--- config.mk ---
export PLATFORM = sky130hd
export DESIGN_NAME = windowed_min_cost_stop_dp_core
export DESIGN_NICKNAME = d
export VERILOG_FILES = /design/src/sv/wmcs_pkg.sv /design/src/sv/wmcs_window_ram.sv /design/src/sv/wmcs_ctrl.sv /design/src/sv/windowed_min_cost_stop_dp_core.sv
export SDC_FILE = /design/constraint.sdc
export NUM_CORES = 2
export LEC_CHECK = 0
export BUFFER_PORTS_ARGS = -buffer_cell sky130_fd_sc_hd__buf_4
export CAP_MARGIN = 10
export CORE_ASPECT_RATIO = 1.5
export CORE_MARGIN = 5
export CORE_UTILIZATION = 55
export CTS_BUF_LIST = sky130_fd_sc_hd__clkbuf_4
export DETAILED_ROUTE_END_ITERATION = 10
export PLACE_DENSITY = 0.73
export SYNTH_ARGS = -nofsm -noshare
export SYNTH_HDL_FRONTEND = slang
export SYNTH_HIERARCHICAL = 1
export SYNTH_SLANG_ARGS = --single-unit
export TNS_END_PERCENT = 100
--- constraint.sdc ---
create_clock -name aclk -period 7.56 [get_ports aclk]
set_input_delay 0.378 -clock aclk [delete_from_list [all_inputs] [get_ports aclk]]
set_output_delay 0.378 -clock aclk [all_outputs]
set_load 0.005 [all_outputs]
--- src/sv/wmcs_pkg.sv ---
// Shared constants, types and helper functions of the stop-selection core.
`timescale 1ns / 1ps
package wmcs_pkg;

    localparam int WINDOW_DEPTH = 64;
    localparam int ADDR_W = (WINDOW_DEPTH > 1) ? $clog2(WINDOW_DEPTH) : 1;
    localparam int CNT_W = $clog2(WINDOW_DEPTH + 1);
    localparam int GAP_W = 7;
    localparam int EXT_W = (CNT_W > GAP_W) ? CNT_W : GAP_W;
    localparam int STOP_W = 30;
    localparam int COST_W = 50;
    localparam int S_TDATA_W = ((STOP_W + 7) / 8) * 8;
    localparam int S_TUSER_W = 2;
    localparam int M_TDATA_W = ((COST_W + 7) / 8) * 8;

    localparam logic [COST_W-1:0] COST_MAX = {COST_W{1'b1}};
    localparam logic [GAP_W-1:0] GAP_RESET = GAP_W'(1);

    typedef struct packed {
        logic              en;
        logic [ADDR_W-1:0] addr;
        logic [COST_W-1:0] data;
    } ram_wr_t;

    typedef struct packed {
        logic              valid;
        logic [COST_W-1:0] cost;
    } result_t;

    // Clamps the configured gap into 1 .. WINDOW_DEPTH.
    function automatic logic [CNT_W-1:0] effective_gap(input logic [GAP_W-1:0] g);
        logic [EXT_W-1:0] ext;
        logic [EXT_W-1:0] lim;
        ext = EXT_W'(g);
        lim = EXT_W'(WINDOW_DEPTH);
        if (ext == '0) begin
            return CNT_W'(1);
        end else if (ext > lim) begin
            return CNT_W'(WINDOW_DEPTH);
        end
        return ext[CNT_W-1:0];
    endfunction

    function automatic logic [ADDR_W-1:0] addr_dec(input logic [ADDR_W-1:0] a);
        if (a == '0) begin
            return ADDR_W'(WINDOW_DEPTH - 1);
        end
        return a - ADDR_W'(1);
    endfunction

    function automatic logic [ADDR_W-1:0] addr_inc(input logic [ADDR_W-1:0] a);
        if (a == ADDR_W'(WINDOW_DEPTH - 1)) begin
            return '0;
        end
        return a + ADDR_W'(1);
    endfunction

endpackage

--- src/sv/wmcs_window_ram.sv ---
// Candidate cost memory: one write port, one registered read port.
`timescale 1ns / 1ps
module wmcs_window_ram (
    input  logic                    aclk,
    input  wmcs_pkg::ram_wr_t       wr,
    input  logic                    rd_en,
    input  logic [wmcs_pkg::ADDR_W-1:0] rd_addr,
    output logic [wmcs_pkg::COST_W-1:0] rd_data
);
    import wmcs_pkg::*;

    logic [COST_W-1:0] mem [WINDOW_DEPTH];

    always_ff @(posedge aclk) begin
        if (wr.en) begin
            mem[wr.addr] <= wr.data;
        end
    end

    always_ff @(posedge aclk) begin
        if (rd_en) begin
            rd_data <= mem[rd_addr];
        end
    end

endmodule

--- src/sv/wmcs_ctrl.sv ---
// Sequencer: scans the candidate window (or seeds the origin on a new route), forms the result and writes it back.
`timescale 1ns / 1ps
module wmcs_ctrl (
    input  logic                        aclk,
    input  logic                        aresetn,
    input  logic                        in_valid,
    output logic                        in_ready,
    input  logic [wmcs_pkg::STOP_W-1:0] in_stop_cost,
    input  logic                        in_mandatory,
    input  logic                        in_first,
    input  logic                        cfg_wr_en,
    input  logic [wmcs_pkg::GAP_W-1:0]  cfg_wr_data,
    input  logic                        out_free,
    output wmcs_pkg::result_t           res,
    output wmcs_pkg::ram_wr_t           ram_wr,
    output logic                        ram_rd_en,
    output logic [wmcs_pkg::ADDR_W-1:0] ram_rd_addr,
    input  logic [wmcs_pkg::COST_W-1:0] ram_rd_data
);
    import wmcs_pkg::*;

    localparam logic [2:0] ST_IDLE   = 3'd0;
    localparam logic [2:0] ST_SCAN   = 3'd1;
    localparam logic [2:0] ST_DRAIN  = 3'd2;
    localparam logic [2:0] ST_ORIGIN = 3'd3;
    localparam logic [2:0] ST_FINISH = 3'd4;

    logic [2:0]              state_reg, state_next;
    logic [GAP_W-1:0]        max_gap_reg;
    logic [WINDOW_DEPTH-1:0] valid_reg, valid_next;
    logic [ADDR_W-1:0]       wp_reg, wp_next;
    logic [ADDR_W-1:0]       rd_addr_reg, rd_addr_next;
    logic [CNT_W-1:0]        cnt_reg, cnt_next;
    logic                    pend_reg, pend_next;
    logic                    tag_reg, tag_next;
    logic [COST_W-1:0]       best_reg, best_next;
    logic                    found_reg, found_next;
    logic [STOP_W-1:0]       cost_reg;
    logic                    must_reg;
    logic [COST_W:0]         sum;
    logic [COST_W-1:0]       result_cost;
    logic [WINDOW_DEPTH-1:0] wp_bit;
    logic [WINDOW_DEPTH-1:0] rd_bit;

    assign in_ready    = (state_reg == ST_IDLE);
    assign ram_rd_en   = (state_reg == ST_SCAN);
    assign ram_rd_addr = rd_addr_reg;

    assign wp_bit = WINDOW_DEPTH'(1) << wp_reg;
    assign rd_bit = WINDOW_DEPTH'(1) << rd_addr_reg;

    assign sum = {1'b0, best_reg} + (COST_W + 1)'(cost_reg);
    assign result_cost = (!found_reg || sum > (COST_W + 1)'(COST_MAX)) ? COST_MAX
                                                                       : sum[COST_W-1:0];

    always_comb begin
        state_next   = state_reg;
        valid_next   = valid_reg;
        wp_next      = wp_reg;
        rd_addr_next = rd_addr_reg;
        cnt_next     = cnt_reg;
        pend_next    = 1'b0;
        tag_next     = tag_reg;
        best_next    = best_reg;
        found_next   = found_reg;
        ram_wr       = '0;
        res          = '0;

        // The read issued last cycle returns now; fold it into the minimum.
        if (pend_reg && tag_reg && (!found_reg || ram_rd_data < best_reg)) begin
            best_next  = ram_rd_data;
            found_next = 1'b1;
        end

        unique case (state_reg)
            ST_IDLE: begin
                if (in_valid) begin
                    rd_addr_next = addr_dec(wp_reg);
                    cnt_next     = effective_gap(max_gap_reg);
                    found_next   = 1'b0;
                    best_next    = COST_MAX;
                    state_next   = in_first ? ST_ORIGIN : ST_SCAN;
                end
            end
            ST_SCAN: begin
                pend_next    = 1'b1;
                tag_next     = valid_reg[rd_addr_reg];
                rd_addr_next = addr_dec(rd_addr_reg);
                cnt_next     = cnt_reg - CNT_W'(1);
                if (cnt_reg == CNT_W'(1)) begin
                    state_next = ST_DRAIN;
                end
            end
            ST_DRAIN: begin
                state_next = ST_FINISH;
            end
            ST_ORIGIN: begin
                // A new route: the origin at cost zero is the only candidate,
                // and no stored cost can beat it, so the scan is skipped.
                ram_wr.en   = 1'b1;
                ram_wr.addr = rd_addr_reg;
                ram_wr.data = '0;
                valid_next  = rd_bit;
                best_next   = '0;
                found_next  = 1'b1;
                state_next  = ST_FINISH;
            end
            ST_FINISH: begin
                if (out_free) begin
                    ram_wr.en   = 1'b1;
                    ram_wr.addr = wp_reg;
                    ram_wr.data = result_cost;
                    res.valid   = 1'b1;
                    res.cost    = result_cost;
                    valid_next  = must_reg ? wp_bit : (valid_reg | wp_bit);
                    wp_next     = addr_inc(wp_reg);
                    state_next  = ST_IDLE;
                end
            end
            default: begin
                state_next = ST_IDLE;
            end
        endcase
    end

    always_ff @(posedge aclk) begin
        if (!aresetn) begin
            state_reg   <= ST_IDLE;
            valid_reg   <= '0;
            wp_reg      <= '0;
            pend_reg    <= 1'b0;
            max_gap_reg <= GAP_RESET;
        end else begin
            state_reg <= state_next;
            valid_reg <= valid_next;
            wp_reg    <= wp_next;
            pend_reg  <= pend_next;
            if (cfg_wr_en) begin
                max_gap_reg <= cfg_wr_data;
            end
        end
    end

    always_ff @(posedge aclk) begin
        rd_addr_reg <= rd_addr_next;
        cnt_reg     <= cnt_next;
        tag_reg     <= tag_next;
        best_reg    <= best_next;
        found_reg   <= found_next;
        if (in_valid && in_ready) begin
            cost_reg <= in_stop_cost;
            must_reg <= in_mandatory;
        end
    end

endmodule

--- src/sv/windowed_min_cost_stop_dp_core.sv ---
// Top level of the windowed minimum-cost stop-selection core.
// An item with first = 0 scans gap candidates before its result is formed; an item with
// first = 1 skips the scan. Here gap is max_gap clamped to 1 .. 64.
// Items are worked on one at a time: a new item is taken only after the last result is formed.
// The result register lets the next item enter while a result waits to be taken.
// Reset (aresetn low, synchronous) clears the window, the write pointer, max_gap to 1.
`timescale 1ns / 1ps
module windowed_min_cost_stop_dp_core (
    input  logic                           aclk,
    input  logic                           aresetn,
    input  logic                           s_tvalid,
    output logic                           s_tready,
    input  logic [wmcs_pkg::S_TDATA_W-1:0] s_tdata,   // stop_cost
    input  logic [wmcs_pkg::S_TUSER_W-1:0] s_tuser,   // mandatory, first
    output logic                           m_tvalid,
    input  logic                           m_tready,
    output logic [wmcs_pkg::M_TDATA_W-1:0] m_tdata,   // best_cost
    input  logic                           cfg_wr_en,
    input  logic [wmcs_pkg::GAP_W-1:0]     cfg_wr_data
);
    import wmcs_pkg::*;

    result_t           res;
    ram_wr_t           ram_wr;
    logic              ram_rd_en;
    logic [ADDR_W-1:0] ram_rd_addr;
    logic [COST_W-1:0] ram_rd_data;
    logic              out_free;
    logic              out_valid_reg;
    logic [COST_W-1:0] out_cost_reg;

    assign out_free = !out_valid_reg || m_tready;
    assign m_tvalid = out_valid_reg;
    assign m_tdata  = M_TDATA_W'(out_cost_reg);

    wmcs_ctrl u_ctrl (
        .aclk         (aclk),
        .aresetn      (aresetn),
        .in_valid     (s_tvalid),
        .in_ready     (s_tready),
        .in_stop_cost (s_tdata[STOP_W-1:0]),
        .in_mandatory (s_tuser[0]),
        .in_first     (s_tuser[1]),
        .cfg_wr_en    (cfg_wr_en),
        .cfg_wr_data  (cfg_wr_data),
        .out_free     (out_free),
        .res          (res),
        .ram_wr       (ram_wr),
        .ram_rd_en    (ram_rd_en),
        .ram_rd_addr  (ram_rd_addr),
        .ram_rd_data  (ram_rd_data)
    );

    wmcs_window_ram u_ram (
        .aclk    (aclk),
        .wr      (ram_wr),
        .rd_en   (ram_rd_en),
        .rd_addr (ram_rd_addr),
        .rd_data (ram_rd_data)
    );

    always_ff @(posedge aclk) begin
        if (!aresetn) begin
            out_valid_reg <= 1'b0;
        end else if (res.valid) begin
            out_valid_reg <= 1'b1;
        end else if (m_tready) begin
            out_valid_reg <= 1'b0;
        end
    end

    always_ff @(posedge aclk) begin
        if (res.valid) begin
            out_cost_reg <= res.cost;
        end
    end

endmodule

Word level (Yosys, flattened, before mapping):

Memories as Yosys holds them, arrays and structs flattened. A register that Yosys moved wholly into a read port is not among the register bits.
Index checks and enable logic that the tools add are counted.
Widths: inputs -> output; s select.

* bits in registers: 228
* latch bits: 0
* RAM bits: 3200
* ROM bits: 0
* bits of input ports: 46
* output and inout port bits: 58
* word-level logic and storage cells: 107
* memories: 1

* $add $sub $neg: 5
* multiply operators: 0
* divide/modulo/power cells: 0
* order comparisons: 4
* equality and inequality tests: 9
* shift operators: 2
* multiplexer cells: 51
* bitwise gates (word level): 1
* reduce and logical (&&, ||, !) cells: 20

Memory list
* u_ram.mem: words 64, bits a word 50, rd ports 1, clocked after memory_dff 1, wr ports 1, line wmcs_window_ram.sv:12 `logic [COST_W-1:0] mem [WINDOW_DEPTH];`

Operators with widths (number)
* $mux 50: 3
* $mux 64: 2
* $pmux 64 s2: 1
* $shl 1x6->64 const A: 2
* $pmux 57 s2: 1
* $mux 51: 2
* $pmux 50 s2: 1
* $or 64x64->64: 1
* $mux 57: 1
* $add 50x30->51: 1
* $gt 51x50->1 const B: 1
* $lt 50x50->1: 1
* $mux 6: 7
* $mux 7: 4
* $mux 1: 20
* $pmux 7 s2: 1
* $logic_not 6->1: 2
* $pmux 3 s4: 1
* $pmux 6 s2: 1
* $sub 6x1->6 const B: 2
* $mux 3: 3
* $eq 7x1->1 const B: 1
* $gt 7x7->1 const B: 1
* $logic_not 7->1: 1
* other kinds (20): 31

Longest topological paths before layout:

* depth after elaboration: 8
* depth in mapped cells: 12
* mapped depth without buffers: 11

By module:

Netlist, hierarchy kept.

Modules (own cells, without submodules)
* wmcs_window_ram: times used 1, cells an instance 5457, area each 123450.9 µm², sequential area each 97593.6 µm²
* wmcs_ctrl: times used 1, cells an instance 1486, area each 12969.9 µm², sequential area each 3993.8 µm²
* windowed_min_cost_stop_dp_core: times used 1, cells an instance 61, area each 1599.0 µm², sequential area each 1521.5 µm²

Worst setup path before layout:

Ideal clock, no wire load.

* path kind: register to register
* start: register u_ctrl.state_reg[0]
* end: memory u_ram.mem[49][0] (enable)
* setup time: 0.519 ns
* arrival time: 6.574 ns
* required time: 7.041 ns
* path slack: 0.467 ns
* stages on the path, launching flop included: 10
* buffers on the path: 2
* period minus slack after synthesis: 7.093 ns
* path through: dfxtp_1 > nor2_1 > and2_1 > nand2_1 > inv_1 > clkbuf_1 > a22o_1 > clkbuf_1 > nand4_1 > nor3_1

RTL lines
* start: declaration: line wmcs_ctrl.sv:28 `logic [2:0] state_reg, state_next;`
* start signal: assignment: line wmcs_ctrl.sv:134 `state_reg <= state_next;`
* end: declaration: line wmcs_window_ram.sv:12

==> summary.txt <==
Synthesis
  – FF+latch count, synth: 3478
  – Netlist cell types: 87
  – Mapped Avg Cell Area: 19.7 um2
  – Count leader, synth: edfxtp_1
  – Mapped cell area: 138000 um2
  – Async set-reset flop share out of synthesis: 0%
  – Largest cells by area after synthesis: edfxtp_1 (73%), mux4_2 (12%), dfxtp_1 (1.9%), mux2i_1 (1.7%), mux2_2 (0.89%)
  – Ys flop type: edfxtp_1
  – Yosys warning total: 6
  – Dominant cell type by area after synthesis: edfxtp_1
  – Post-Syn Instances: 7004
  – Synth top area share: 72.8%
  – EDFF count, synth: 3345
  – Commonest cells post-synth: edfxtp_1 (3345), mux4_2 (711), clkbuf_1 (239)
  – Register area share after synthesis: 74.7%

Drt
  – DR vias/cell: 6.54
  – Drt pass-1 iters: 8
  – DRC: 0
  – Total routed wirelength: 365000 um
  – Antenna-violating nets left: 0
  – Detailed Route Iter0 Violations: 9148
  – WL/cell: 31.4 um
  – Routed vias: 76013

Worst hold path
  – Hold crit path type: primary input to flop

Setup path
  – Worst path buffer plus inverter count: 2
  – Critical Path End Type: flop
  – Critical path's slowest cell: nor2_4
  – CP peak stage delay: 1.23 ns
  – CP arrival: 6.55 ns
  – Most frequent CP cell: nand2_1
  – Max FO, Critical Path: 26
  – Kind of cell adding the most delay to the critical path: simple AND/OR/NAND/NOR gates
  – Critical path type: flop to flop
  – Worst path cell trace: nor2_1 > and2_1 > nand2_4 > inv_2 > nand2_1 > nand2_1 > nor2b_1 > nand3_1 > nor2_4 > buf_4
  – Crit path required time: 8.54 ns
  – Startpoint Class: flop

Placement
  – Place WS: 2.22 ns
  – Placer Congestion: 0.911
  – DPL Wire Length: 215000 um
  – IO buf count: 95

Floorplan
  – Starting Density: 55.1%
  – Die area: 261000 um2
  – FP Rows: 225
  – IO Pins: 104
  – Die Wd: 419 um
  – Die Y: 624 um
  – Core Area: 250000 um2

Clock network
  – Post-CTS Hold Buffers: 100
  – Reg clk slew, reported paths: 0.07 ns
  – Post-CTS Setup Repair Bufs: 0
  – Max H-tree Level: 6
  – CTS tree: yes
  – Clock Latency Late Sink: 1.34 ns
  – CTS max path bufs: 4
  – Post-CTS resize count: 0
  – Clock Sinks: 3478
  – Clock Tree Root: clkbuf_4
  – Num CTS Buffers: 744

Power and ir drop
  – Leak: 47.3 nW
  – Peak supply drop: 0.136 mV
  – Power per cell area: 255 nW/um2

Global routing
  – First-pass GRT wire length: 527000 um
  – GRT Util Overall: 27.9%
  – Grt ovf: 0
  – Vias in the first global route: 78232
  – Largest net degree at the start of global routing: 129
  – Initial antenna violation count: 23

Timing
  – Number of pins with negative max-slew slack in the final report: 0
  – Worst hold slack: 0.174 ns
  – Slew margin rel.: 11.4%
  – Fin crit period: 5.57 ns
  – Max Freq: 179 MHz
  – Clock Skews: 0.120 ns
  – RSZ-0062 raised after global routing: false
  – # setup viols final: 0
  – Tightest Pin Transition: 1.33 ns
  – Setup tns final: 0 ns
  – Final worst path period share: 73.7%
  – Final hold violations: 0
  – Worst Setup Slack, final: 1.99 ns

Finish
  – Synthesis-to-finish area growth: 11.9%
  – Nets: 7897
  – Filler cell count: 17005
  – Max reg flops: 3200
  – Share of cells above drive strength 1: 30.3%

Run
  – Max cap viols: 0

Run status
  – Outcome: completed
==> routing by layer <==
metal  share of wire [%]  vias up  track usage (%)  wire, um
met5               0.036        -                0       133
met4                 5.5       18             14.2     20100
met3                  10      953             6.08     37400
met2                  51     4768             47.1    186000
met1                  33    39166             34.0    122000
li1                    -    31108                -         -
==> worst paths after layout <==
path                                                          to  slack [ns]                        startpoint  cells after the start
worst min register to register  u_ctrl/valid_reg[0]$_SDFFE_PN0P_        0.48  u_ctrl/valid_reg[0]$_SDFFE_PN0P_                      2
worst min-delay path            u_ctrl/state_reg[0]$_SDFFE_PN0P_        0.17                           aresetn                      3
worst max-delay path                 u_ram/mem[61][25]$_DFFE_PP_        1.99  u_ctrl/state_reg[0]$_SDFFE_PN0P_                     10
worst max register to register       u_ram/mem[61][25]$_DFFE_PP_        1.99  u_ctrl/state_reg[0]$_SDFFE_PN0P_                     10
==> power by group <==
group          total, mW  switching, mW  internal (mW)
combinational       4.14           2.65           1.49
sequential          21.5          0.189           21.3
clock               13.8           6.91           6.87
==> placed cells by master, fill, tap and decap left out, types with 37 or more instances in the layout <==
cell           count
edfxtp_1        3345
clkbuf_4        1079
mux4_2           711
buf_4            302
mux2i_1          238
nand2_1          197
clkinv_1         158
o22ai_1          158
a21oi_1          152
a22oi_1          146
nor2_1           135
dfxtp_1          133
nand3_1          120
mux2_2           109
dlygate4sd3_1    100
nor2b_1           98
ha_1              93
nand4_1           82
inv_1             72
nor2_4            68
o221ai_1          58
o21ai_0           57
a21oi_4           44
xnor2_1           40
o221a_2           39
a211oi_1          37
==> worst reg2reg max path, delay by kind of cell, from the launching register on <==
family	cells	cell delay (ns)
simple gates	8	3.80
buf+inv	2	1.04
flops	1	0.36
==> per-stage QoR <==
step / instances / power [mW] / util (%) / area [um2]
finish: 11618 / 39.4 / 61.7 / 154000
global route: 11611 / 40.9 / 61.7 / 154000
CTS: 11606 / 39.6 / 61.7 / 154000
detailed placement: 10202 / 26.0 / 57.6 / 144000
global placement: 10202 / 25.9 / 57.6 / 144000
floorplan: 7009 / 24.5 / - / 138000
==> layout make-up <==
class / instances / area [um2] / area share (%)
clock inverter: 225 / 1210 / 0.781
tap: 3291 / 4120 / 2.67
inverter: 75 / 282 / 0.182
timing repair buffer: 435 / 3930 / 2.54
multi-input combinational: 3023 / 33600 / 21.8
antenna: 12 / 30.0 / 0.0194
sequential: 3478 / 103000 / 66.8
clock buffer: 1079 / 8100 / 5.25
==> logic make-up after synthesis <==
kind of cell,synth area share (%)
mux,14.4
other cells,0.00272
flops,74.7
simple gates,3.01
compound gates,4.88
buf+inv,1.78
fa+ha+maj,0.858
xor+xnor,0.349
(Power assumes the default switching activity.)
